===== src/ffba_pkg.sv =====
`timescale 1ns / 1ps
// ----------------------------------------------------------------------------
// ffba_pkg
// Shared types and constants of the first-fit block allocator.
// ----------------------------------------------------------------------------
package ffba_pkg;

	localparam int MaxBlocks   = 64;
	localparam int HeaderBytes = 32;
	localparam int AddrBits    = 32;
	localparam int IdxBits     = $clog2(MaxBlocks);
	localparam int CntBits     = $clog2(MaxBlocks + 1);
	localparam int SizeBits    = 27;
	localparam int SumBits     = 33;
	localparam logic [SizeBits-1:0] SizeCap = SizeBits'(100000000);

	localparam logic [1:0] ReqMalloc  = 2'd0;
	localparam logic [1:0] ReqCalloc  = 2'd1;
	localparam logic [1:0] ReqFree    = 2'd2;
	localparam logic [1:0] ReqRealloc = 2'd3;

	localparam logic [1:0] StOk      = 2'd0;
	localparam logic [1:0] StBadSize = 2'd1;
	localparam logic [1:0] StNoMem   = 2'd2;
	localparam logic [1:0] StBadAddr = 2'd3;

	localparam logic [1:0] CfgBase  = 2'd0;
	localparam logic [1:0] CfgLimit = 2'd1;
	localparam logic [1:0] CfgMax   = 2'd2;

	// controller -> datapath
	typedef struct packed {
		logic load;       // marks acceptance of a request; the datapath latches on start and not busy
		logic scan_clr;   // reset scan index
		logic scan_step;  // read next entry
		logic grab;       // claim the found free entry
		logic append;     // write new entry at the top
		logic release_k;  // mark the found entry free
		logic done;       // register the result
		logic [1:0] st;   // status of the result
		logic keep;       // realloc kept in place
		logic copy;       // realloc moved
		logic zero;       // calloc zero request
	} ffba_cmd_t;

	// datapath -> controller
	typedef struct packed {
		logic [1:0] req;
		logic size_bad;
		logic addr_null;
		logic scan_end;   // index reached entry count
		logic hit_fit;    // entry under scan is free and big enough
		logic hit_addr;   // entry under scan matches the address
		logic k_free;
		logic k_big;
		logic can_append;
	} ffba_sts_t;

endpackage


===== src/ffba_ctrl.sv =====
`timescale 1ns / 1ps
// ----------------------------------------------------------------------------
// ffba_ctrl
// Sequencer of the allocator: size check, address scan, first-fit scan.
// ----------------------------------------------------------------------------
module ffba_ctrl import ffba_pkg::*; (
	input  logic      clk,
	input  logic      arst_n,
	input  logic      start,
	output logic      busy,
	input  ffba_sts_t sts,
	output ffba_cmd_t cmd
);

	typedef enum logic [3:0] {
		S_IDLE, S_PROD, S_CHECK, S_AWAIT, S_ASCAN, S_ADEC,
		S_FSTART, S_FWAIT, S_FSCAN, S_DONE
	} state_t;

	state_t state_q;
	logic   realloc_q;   // fit scan belongs to a realloc move
	logic   fresh_q;     // entry read data is valid for the current index

	always_ff @(posedge clk or negedge arst_n) begin
		if (!arst_n) begin
			state_q   <= S_IDLE;
			realloc_q <= 1'b0;
			fresh_q   <= 1'b0;
			cmd       <= '0;
		end else begin
			cmd <= '0;
			unique case (state_q)
				S_IDLE: begin
					if (start) begin
						cmd.load  <= 1'b1;
						realloc_q <= 1'b0;
						state_q   <= S_PROD;
					end
				end
				S_PROD: state_q <= S_CHECK;
				S_CHECK: begin
					cmd.scan_clr <= 1'b1;
					fresh_q      <= 1'b0;
					priority if (sts.req == ReqFree) begin
						if (sts.addr_null) begin
							cmd.done <= 1'b1;
							cmd.st   <= StOk;
							state_q  <= S_DONE;
						end else begin
							state_q <= S_AWAIT;
						end
					end else if (sts.size_bad) begin
						cmd.done <= 1'b1;
						cmd.st   <= StBadSize;
						state_q  <= S_DONE;
					end else if (sts.req == ReqRealloc && !sts.addr_null) begin
						state_q <= S_AWAIT;
					end else begin
						state_q <= S_FWAIT;
					end
				end
				S_AWAIT: begin
					fresh_q <= 1'b1;
					state_q <= S_ASCAN;
				end
				S_ASCAN: begin
					// after each step, wait for the read data to line up before testing it
					if (!fresh_q) begin
						fresh_q <= 1'b1;
					end else if (sts.scan_end) begin
						cmd.done <= 1'b1;
						cmd.st   <= StBadAddr;
						state_q  <= S_DONE;
					end else if (sts.hit_addr) begin
						state_q <= S_ADEC;
					end else begin
						cmd.scan_step <= 1'b1;
						fresh_q       <= 1'b0;
					end
				end
				S_ADEC: begin
					priority if (sts.req == ReqFree) begin
						cmd.release_k <= !sts.k_free;
						cmd.done      <= 1'b1;
						cmd.st        <= StOk;
						state_q       <= S_DONE;
					end else if (sts.k_free) begin
						cmd.done <= 1'b1;
						cmd.st   <= StBadAddr;
						state_q  <= S_DONE;
					end else if (sts.k_big) begin
						cmd.done <= 1'b1;
						cmd.keep <= 1'b1;
						cmd.st   <= StOk;
						state_q  <= S_DONE;
					end else begin
						realloc_q <= 1'b1;
						state_q   <= S_FSTART;
					end
				end
				S_FSTART: begin
					cmd.scan_clr <= 1'b1;
					fresh_q      <= 1'b0;
					state_q      <= S_FWAIT;
				end
				S_FWAIT: begin
					fresh_q <= 1'b1;
					state_q <= S_FSCAN;
				end
				S_FSCAN: begin
					if (!fresh_q) begin
						fresh_q <= 1'b1;
					end else if (sts.scan_end) begin
						cmd.done <= 1'b1;
						if (sts.can_append) begin
							cmd.append    <= 1'b1;
							cmd.st        <= StOk;
							cmd.copy      <= realloc_q;
							cmd.release_k <= realloc_q;
							cmd.zero      <= (sts.req == ReqCalloc);
						end else begin
							cmd.st <= StNoMem;
						end
						state_q <= S_DONE;
					end else if (sts.hit_fit) begin
						cmd.done      <= 1'b1;
						cmd.grab      <= 1'b1;
						cmd.st        <= StOk;
						cmd.copy      <= realloc_q;
						cmd.release_k <= realloc_q;
						cmd.zero      <= (sts.req == ReqCalloc);
						state_q       <= S_DONE;
					end else begin
						cmd.scan_step <= 1'b1;
						fresh_q       <= 1'b0;
					end
				end
				S_DONE: state_q <= S_IDLE;
				default: state_q <= S_IDLE;
			endcase
		end
	end

	assign busy = (state_q != S_IDLE);

	a_one_update: assert property (@(posedge clk) disable iff (!arst_n)
		!(cmd.grab && cmd.append)) else $error("grab and append together");
	a_done_ret: assert property (@(posedge clk) disable iff (!arst_n)
		cmd.done |=> state_q == S_IDLE) else $error("result not followed by idle");
	a_load_idle: assert property (@(posedge clk) disable iff (!arst_n)
		cmd.load |-> $past(state_q) == S_IDLE) else $error("load outside idle");

endmodule


===== config.mk =====
export PLATFORM = sky130hd
export DESIGN_NAME = ffba_ctrl
export DESIGN_NICKNAME = d
export VERILOG_FILES = /design/src/ffba_pkg.sv /design/src/ffba_ctrl.sv
export SDC_FILE = /design/constraint.sdc
export NUM_CORES = 1
export LEC_CHECK = 0
export BUFFER_PORTS_ARGS = -buffer_cell sky130_fd_sc_hd__buf_2
export CAP_MARGIN = 5
export CORE_MARGIN = 2
export CORE_UTILIZATION = 55
export DETAILED_ROUTE_END_ITERATION = 10
export PLACE_DENSITY = 0.94
export SYNTH_ARGS = -nofsm -noshare
export SYNTH_HDL_FRONTEND = slang
export SYNTH_SLANG_ARGS = --single-unit

===== constraint.sdc =====
create_clock -name clk -period 3.25 [get_ports clk]
set_input_delay 0.325 -clock clk [delete_from_list [all_inputs] [get_ports clk]]
set_output_delay 0.325 -clock clk [all_outputs]
set_load 0.02 [all_outputs]

==> run metrics <==
Root Buffer=clkbuf_4; RSZ-0062 raised after global routing=no; CP Capture Point=busy; Post-Route WL=2200 um; fraction of layout cells with a size suffix above 1=27.4%; CTS tree=yes; most common cell after layout, fill and taps aside=buf_2; Hold Violations, Final=0; final cell utilization of the core=67.3%; GR Overflow Total=0; Critical Path RT=2.92 ns; Die Span Y=46.5 um; Worst Tran Pin Value=0.541 ns; Diodes inserted=0; Syn-to-layout area delta=15.8%; min cycle time layout=1.78 ns; PnR Total Power=822 uW; Hold WC Path Type=in2reg; Worst EP arrival=1.45 ns; PortBufs=25; WL/cell=14.7 um; TritonCTS Sinks=18; Ports=26; Iteration-0 DRC Markers=26; die width=46.5 um; Cell variety after synth=41; Post-CTS Setup Bufs=0; drc violations=0; Clock Tree Buf Depth=2; clock slew at reported path FFs=0.09 ns; setup TNS=0 ns; kind of critical path=reg2out; Detailed Place HPWL=1620 um; First-pass DRT Iterations=4; CP max FO=14; CP Launch Type=flip-flop; fin crit share=54.7%; nets=139; overall routing resource usage=21.9%; maximum VDD drop=0.579 mV; initial antenna violation count=0; H-tree Lvls=1; maximum capacitance violations=0; pwr/cell area=715 nW/um^2; Critical Path Sink Type=output pin; via count=880; status=complete, no violations; Post-Syn Nets=114; crit-path cells=nor3_1 > nand2b_1 > buf_2; Final Hold Slack=0.312 ns; GPL Wtd Cong=0.923; slowest stage delay, CP=0.54 ns; Synth Register Bits=18; Worst Setup SP=state_q[0]; EDFF count, synth=0; R2R Path Start=state_q[3]; fmax=563 MHz; Main synth FF type=dfrtp_1; die area=2160 sq um; sequential area share after synthesis=45.4%; Synth async-reset ratio=100%; reg2reg path depth=4; Cell Area, Synth=992 sq um; vias in the first global route=728; Post-Syn Instances=101; ANT nets after route=0; RR Endpoint=state_q[2]; Syn Area/Cell=9.82 sq um; Fill cells=145; Avg Vias per Cell=5.91; clk_lat worst skew=0.29 ns; largest net degree at the start of global routing=19; yosys warns=0; most frequent cells in the layout=buf_2, dfrtp_1, nor2_1, a21oi_1; Slew Viols, Final=0; CTS resizes=0; reg-to-reg slack, setup=1.49 ns; global-route wire length before repair=3280 um; Worst Skew=0.00193 ns; num rows=15; Slew Limit Headroom=63.9%; CP max stage cell=dfrtp_1; Leakage=0.568 nW; post-cts hold buffer count=1; Initial Util=58.1%; CTS Buf Count=3; Final setup viols=0; area of the core=1710 sq um
cell usage after synthesis (2+ instances only):
cell      number  area (sq um)
dfrtp_1       18           450
o21ai_0        3          15.0
clkbuf_1       2          7.51
a31oi_1        4          25.0
or2_1          2          12.5
a211oi_1       3          22.5
a311oi_1       2          17.5
and3b_1        2          17.5
nand2b_1       6          37.5
o31ai_1        2          15.0
inv_1          4          15.0
a21oi_1        7          35.0
buf_2          2          10.0
or3b_1         2          17.5
a31o_2         2          17.5
nor4_1         2          12.5
nor3_1         2          10.0
nand2_1        6          22.5
nor2_1         8          30.0
final cells by class:
cell class                      count  area, sq um  area share (%)
Clock buffer                        3         22.5            1.96
Inverter                            5         18.8            1.63
Multi-Input combinational cell     72          490            42.7
Sequential cell                    18          450            39.2
Tap cell                           25         31.3            2.72
Timing Repair Buffer               26          135            11.8
power breakdown:
part           leakage (nW)  switching [mW]  internal [mW]  total [mW]
sequential            0.240          0.0830          0.273       0.356
clock                0.0138          0.0642         0.0431       0.107
combinational         0.314           0.206          0.152       0.358
total                 0.568           0.353          0.468       0.822
metrics by stage:
step	setup WS (ns)	area, sq um	instances
floorplan	1.82	992	101
global placement	1.56	1120	145
detailed placement	1.53	1120	145
CTS	1.50	1150	149
global route	1.36	1150	149
finish	1.47	1150	149
flip-flops by register name, summed over array words and instances, names as in the netlist:
register   count
realloc_q      1
fresh_q        1
state_q        4
cmd           12
kinds of logic (layout without fill, tap and decap cells):
| kind of cell | Yosys count | count (layout) | synth area share, % |
|---|---|---|---|
| AOI/OAI and AO/OA | 33 | 33 | 25.6 |
| muxes | 1 | 1 | 1.01 |
| and+or+nand+nor | 38 | 38 | 22.8 |
| buffers and inverters | 11 | 34 | 5.17 |
| DFF | 18 | 18 | 45.4 |
critical path, delay by kind of cell (launching register included):
kind / cells / cell delay [ns]
flops: 1 / 0.54
buf+inv: 1 / 0.16
simple gates: 2 / 0.45
worst min-delay path by stage:
stage | from | depth (start not counted) | end
final | sts[1] | 2 | cmd[2]
after global routing | sts[1] | 2 | cmd[2]
after CTS | sts[1] | 2 | cmd[2]
after detailed placement | arst_n | 1 | cmd[6]
after global placement | arst_n | 1 | cmd[0]
after floorplan | arst_n | 0 | cmd[0]
layer usage:
metal | wire length [um] | GRT usage, %
met1 | 925 | 29.8
met4 | 21 | 9.71
met3 | 208 | 3.92
met2 | 1040 | 33.6
met5 | 0 | 0
No activity file was read; power rests on OpenSTA's default activity.
